==> config.mk <==
export PLATFORM = sky130hd
export DESIGN_NAME = bcse_coef_store
export DESIGN_NICKNAME = d
export VERILOG_FILES = /design/src/design/bcse_pkg.sv /design/src/design/bcse_coef_store.sv
export SDC_FILE = /design/constraint.sdc
export NUM_CORES = 1
export LEC_CHECK = 0
export ABC_AREA = 1
export BUFFER_PORTS_ARGS = -buffer_cell sky130_fd_sc_hd__buf_2
export CORE_MARGIN = 2
export CORE_UTILIZATION = 35
export DETAILED_ROUTE_END_ITERATION = 6
export MAX_ROUTING_LAYER = met4
export PLACE_DENSITY = 0.49
export SETUP_SLACK_MARGIN = 0.5
export SYNTH_ARGS = -nofsm -noshare
export SYNTH_HDL_FRONTEND = slang
export SYNTH_SLANG_ARGS = --single-unit
==> constraint.sdc <==
create_clock -name clk -period 4.8 [get_ports clk]
set_input_delay 0 -clock clk [delete_from_list [all_inputs] [get_ports clk]]
set_output_delay 0 -clock clk [all_outputs]
set_load 0.02 [all_outputs]
==> src/design/bcse_pkg.sv <==
// ----------------------------------------------------------------------------
// bcse_pkg
// Types, constants and shared arithmetic for the bivariate cubic shift
// evaluator: payload structs, fixed-point formats and the rounded Q0.16 product.
// ----------------------------------------------------------------------------
package bcse_pkg;

  // Fixed-point formats of the payload fields.
  localparam int COEF_W   = 32;           // signed Q8.24
  localparam int POS_FRAC = 16;           // Q0.16 fraction bits
  localparam int POS_W    = POS_FRAC + 1; // one extra bit so that 1.0 fits
  localparam int IDX_W    = 6;

  // Coefficient store organization.
  localparam int TERMS         = 11;
  localparam int TERM_IDX_W    = $clog2(TERMS);
  localparam int READ_ROWS     = 4;       // rows reachable through plane_sel
  localparam int ROW_W         = $clog2(READ_ROWS);
  localparam int DEF_COEF_ROWS = 4;

  // Coefficient rows.
  localparam int ROW_XR = 0;
  localparam int ROW_YR = 1;
  localparam int ROW_XB = 2;
  localparam int ROW_YB = 3;

  // Result axes.
  localparam int AXES   = 2;
  localparam int AXIS_X = 0;
  localparam int AXIS_Y = 1;

  // Monomial order inside a row.
  localparam int T_ONE  = 0;
  localparam int T_X    = 1;
  localparam int T_Y    = 2;
  localparam int T_X2   = 3;
  localparam int T_Y2   = 4;
  localparam int T_X3   = 5;
  localparam int T_Y3   = 6;
  localparam int T_XY   = 7;
  localparam int T_X2Y  = 8;
  localparam int T_XY2  = 9;
  localparam int T_X2Y2 = 10;

  localparam int QPROD_W = 2 * POS_W;

  localparam logic [POS_W-1:0]   POS_ONE    = POS_W'(1) << POS_FRAC;
  localparam logic [QPROD_W-1:0] QPROD_HALF = QPROD_W'(1) << (POS_FRAC - 1);

  typedef enum logic {
    MODE_LOAD = 1'b0,
    MODE_EVAL = 1'b1
  } mode_t;

  typedef logic signed [COEF_W-1:0] coef_t;
  typedef logic [POS_W-1:0]         pos_t;

  typedef struct packed {
    mode_t             mode;
    logic [IDX_W-1:0]  coef_index;
    coef_t             coef_value;
    logic              plane_sel;
    pos_t              pos_y;
    pos_t              pos_x;
  } in_t;

  typedef struct packed {
    coef_t shift_x;
    coef_t shift_y;
  } out_t;

  // Write request into the coefficient store.
  typedef struct packed {
    logic             en;
    logic [IDX_W-1:0] index;
    coef_t            value;
  } wr_t;

  // Rounded product of two Q0.16 values that are both at most 1.0.
  function automatic pos_t qmul(input pos_t a, input pos_t b);
    logic [QPROD_W-1:0] p;
    p = {{POS_W{1'b0}}, a} * {{POS_W{1'b0}}, b} + QPROD_HALF;
    return p[POS_FRAC +: POS_W];
  endfunction

endpackage

==> src/design/bcse_coef_store.sv <==
// ----------------------------------------------------------------------------
// bcse_coef_store
// Coefficient store: one register row of eleven terms per color axis, written
// one slot at a time, read one full plane (x row and y row) at a time into
// registered outputs.
// ----------------------------------------------------------------------------
module bcse_coef_store #(
  parameter int COEF_ROWS = bcse_pkg::DEF_COEF_ROWS
) (
  input  logic                clk,
  input  bcse_pkg::wr_t       wr,
  input  logic                rd_en,
  input  logic                rd_plane,
  output bcse_pkg::coef_t     coef_r [bcse_pkg::AXES][bcse_pkg::TERMS]
);

  localparam int ROW_W      = bcse_pkg::ROW_W;
  localparam int IDX_W      = bcse_pkg::IDX_W;
  localparam int TERM_IDX_W = bcse_pkg::TERM_IDX_W;
  localparam int TERMS      = bcse_pkg::TERMS;
  // Rows past the fourth can never be selected, so they are not kept.
  localparam int STORE_ROWS = (COEF_ROWS < bcse_pkg::READ_ROWS) ?
                              COEF_ROWS : bcse_pkg::READ_ROWS;

  logic                  wr_hit;
  logic [ROW_W-1:0]      wr_row;
  logic [TERM_IDX_W-1:0] wr_term;

  bcse_pkg::coef_t row_val [bcse_pkg::READ_ROWS][TERMS];

  // Split the slot number into row and term with range compares.
  always_comb begin
    wr_hit  = 1'b0;
    wr_row  = '0;
    wr_term = '0;
    for (int r = 0; r < STORE_ROWS; r++) begin
      if (wr.index >= IDX_W'(r * TERMS) && wr.index < IDX_W'((r + 1) * TERMS)) begin
        wr_hit  = wr.en;
        wr_row  = ROW_W'(r);
        wr_term = TERM_IDX_W'(wr.index - IDX_W'(r * TERMS));
      end
    end
  end

  for (genvar r = 0; r < bcse_pkg::READ_ROWS; r++) begin : g_row
    if (r < STORE_ROWS) begin : g_store
      bcse_pkg::coef_t ent_r [TERMS];

      always_ff @(posedge clk) begin
        if (wr_hit && wr_row == ROW_W'(r)) begin
          ent_r[wr_term] <= wr.value;
        end
      end

      assign row_val[r] = ent_r;
    end else begin : g_zero
      // A row that does not exist reads as all-zero coefficients.
      assign row_val[r] = '{default: '0};
    end
  end

  always_ff @(posedge clk) begin
    if (rd_en) begin
      for (int t = 0; t < TERMS; t++) begin
        coef_r[bcse_pkg::AXIS_X][t] <= rd_plane ? row_val[bcse_pkg::ROW_XB][t]
                                                : row_val[bcse_pkg::ROW_XR][t];
        coef_r[bcse_pkg::AXIS_Y][t] <= rd_plane ? row_val[bcse_pkg::ROW_YB][t]
                                                : row_val[bcse_pkg::ROW_YR][t];
      end
    end
  end

endmodule

==> metrics <==
capture point of the worst reg-to-reg path coef_r[623]$_DFFE_PP_; post-synthesis compound-gate area fraction 0.0380%; Max Root-Sink Buffers 3; most area-hungry cell type in the Yosys netlist edfxtp_1; final period utilization 53.3%; Max Cap Violations 0; clk_lat worst skew 880 ps; Top Family by Delay on Critical Path simple AND/OR/NAND/NOR gates; CP bufs+invs 3; post-synthesis mux area share 10.9%; setup slack, reg-to-reg 3800 ps; Syn-to-layout area delta 20.8%; vias in the first global route 32974; WHS Endpoint g_row[1].g_store.ent_r[287]$_DFFE_PP_; die area 0.211 mm2; critical-path cell list buf_2 -> inv_1 -> ha_1 -> inv_1 -> nor2_1 -> nand3_1 -> nand2_1 -> nand2_2 -> nand2_1 -> nand3_1 -> a21oi_2 -> nand2_1 -> nor2_4; Die X 459 um; Worst path slowest cell nor2_4; top post-synthesis cells by area edfxtp_1 (87%), mux2_2 (11%), buf_2 (0.39%), nor2_1 (0.28%), nand2_1 (0.24%); Chip Height 459 um; share of total power in the clock network 41.9%; status finished clean; Crit Reg-Reg Startpoint g_row[0].g_store.ent_r[271]$_DFFE_PP_; Row Count 167; largest family of logic cells by synthesized area multiplexers; Setup WS pre-CTS 1250 ps; DR WL/cell 28.5 um; first-pass GRT wire length 266000 um; switching power total 0.00875 W; Reg2Reg Depth 1; Post-Place Cells 6488; fin crit period 2560 ps; Setup crit end kind flip-flop; Layout Cells excl Fill 6941; post-route clock skew 57.5 ps; Seq/Total Area, Yosys 87.5%; Post-CTS Setup Bufs 0; via count 33311; Slew @ Worst Pin 1090 ps; layout cells sized above 1 44.5%; Reg clk slew, reported paths 60 ps; syn nets 3111; CTS resizes 0; Fin. Hold Viols 0; 1st-iter DRT viols 3935; Total GRT Usage 18.9%; # clock sinks 2112; Final ANT Viol Nets 0; number of enable flip-flop cells after synthesis 2112; WS Path Type input pin to flip-flop; CTS tree done; H-tree lvl count 4; Synth Cell Area 0.0725 mm2; Gate power share 4.8%; Peak VDD IR 0.000357 V; Avg Inst Size Synth 23.7 um2; synth unique cells 20; synthesized-area fraction occupied by adder cells 0.138%; post-synthesis xor/xnor area fraction 0.0121%; asr flop ratio synth 0%; Final #Nets 4084; CP Data Arrival Time 3010 ps; Static Leak 29.5 nW; FF+latch count, synth 2112; largest net degree at the start of global routing 114; antenna violations before repair 38; setup violators final 0; crit-path max FO 32; Pint 0.0306 W; crit path launch type input pin; register share of total power 53.3%; Slew Viols, Final 0; ys flop type edfxtp_1; f_max 0.391 GHz; Cells on Worst Hold Path 2; Root Driver clkbuf_16; vias per cell 4.80; TNS Setup 0 ps; Initial DRT Pass Iterations 5; Routed WL 198000 um; synth cell count leaders edfxtp_1 (2112), mux2_2 (704), buf_2 (56); hold-fix buffer count after cts 35; max incr delay on CP 970 ps; aggregate global routing overflow 0; Synth Instances 3061; Power Dens Cells 449 mW/mm2; Req. time, crit path 5250 ps; Synth Area in Simple Gates 0.741%; num ports 746; GPL Wtd Cong 0.773; RSZ-0062 raised after global routing no; Slew HR 27.4%; Sw Ratio 22.2%; class of the worst hold path input pin to flip-flop; final worst slack 2240 ps; Port Buf Inserts 745; Initial Util 35.1%; most common cell in the netlist edfxtp_1; CORE AREA 0.206 mm2; DPL Wire Length 114000 um; post-synth top area share 87.5%; DRC Markers 0; critical path's most frequent cell nand2_1; synth warn 0; TritonCTS Buffers 213; Hold Startpoint wr[31]
-- through the flow --
step	total power (W)	hold WS (ps)	area (um2)	utilization (%)
2_1_floorplan	0.0221	98.9	72500	-
3_3_place_gp	0.0233	210	80200	38.8
3_5_place_dp	0.0233	218	80200	38.8
4_1_cts	0.0398	260	87500	42.4
5_1_grt	0.0405	307	87500	42.4
6_report	0.0393	309	87600	42.4
-- placed cells by master (no fill, tap or decap), types with 35 or more instances in the layout --
master	Yosys	final
edfxtp_1	2112	2112
buf_2	56	720
mux2_2	704	704
clkbuf_16	0	213
buf_4	1	77
clkinv_1	0	50
nand2_1	47	44
clkbuf_1	22	43
nor2_4	0	42
clkinv_2	0	40
dlygate4sd3_1	0	35
-- layout make-up --
| type | instances | area [um2] |
|---|---|---|
| Tap cell | 2704 | 3380 |
| Multi-Input combinational cell | 846 | 8930 |
| Sequential cell | 2112 | 63400 |
| Clock buffer | 256 | 5490 |
| Inverter | 20 | 75.1 |
| Antenna cell | 20 | 50.0 |
| Timing Repair Buffer | 841 | 4700 |
| Fill cell | 18028 | 119000 |
| Clock inverter | 142 | 1500 |
-- routing by layer --
metal  vias to the layer above  track usage [%]  share of wire, %
li1                      14213                -                 -
met1                     17560             26.0                43
met2                      1279             29.4                48
met3                       259             3.07               6.3
met4                         0             5.03               2.1
met5                         -                -                 0
-- power groups by stage --
| stage | clock, W | combinational [W] | sequential, W |
|---|---|---|---|
| 6_report | 0.0165 | 0.00190 | 0.0210 |
| 2_1_floorplan | 0 | 0.000471 | 0.0216 |
| 4_1_cts | 0.0169 | 0.00196 | 0.0210 |
| 5_1_grt | 0.0175 | 0.00202 | 0.0210 |
| 3_3_place_gp | 0 | 0.00193 | 0.0214 |
| 3_5_place_dp | 0 | 0.00193 | 0.0214 |
-- sequential cells by signal, summed over array words and instances, names as in the netlist --
| name | cells |
|---|---|
| coef_r | 704 |
| g_row.g_store.ent_r | 1408 |
-- worst max-delay path by stage --
| stage | cells past startpoint | slack (ps) | endpoint | start |
|---|---|---|---|---|
| 4_1_cts | 13 | 2200 | g_row[3].g_store.ent_r[15]$_DFFE_PP_ | wr[33] |
| 2_1_floorplan | 14 | 1780 | g_row[0].g_store.ent_r[288]$_DFFE_PP_ | wr[33] |
| 6_report | 13 | 2240 | g_row[3].g_store.ent_r[31]$_DFFE_PP_ | wr[33] |
| 3_3_place_gp | 13 | 1360 | g_row[3].g_store.ent_r[30]$_DFFE_PP_ | wr[33] |
| 5_1_grt | 13 | 2020 | g_row[3].g_store.ent_r[13]$_DFFE_PP_ | wr[33] |
| 3_5_place_dp | 13 | 1250 | g_row[3].g_store.ent_r[30]$_DFFE_PP_ | wr[33] |
-- kinds of logic (layout without fill, tap and decap cells) --
group,after synthesis,after routing
AOI/OAI and AO/OA,4,4
xor gates and xnor gates,1,1
adders and majority gates,8,8
buffers and inverters,103,1259
DFF,2112,2112
muxes,704,704
other,0,20
and+or+nand+nor,129,129
No activity file was read; power rests on OpenSTA's default activity.
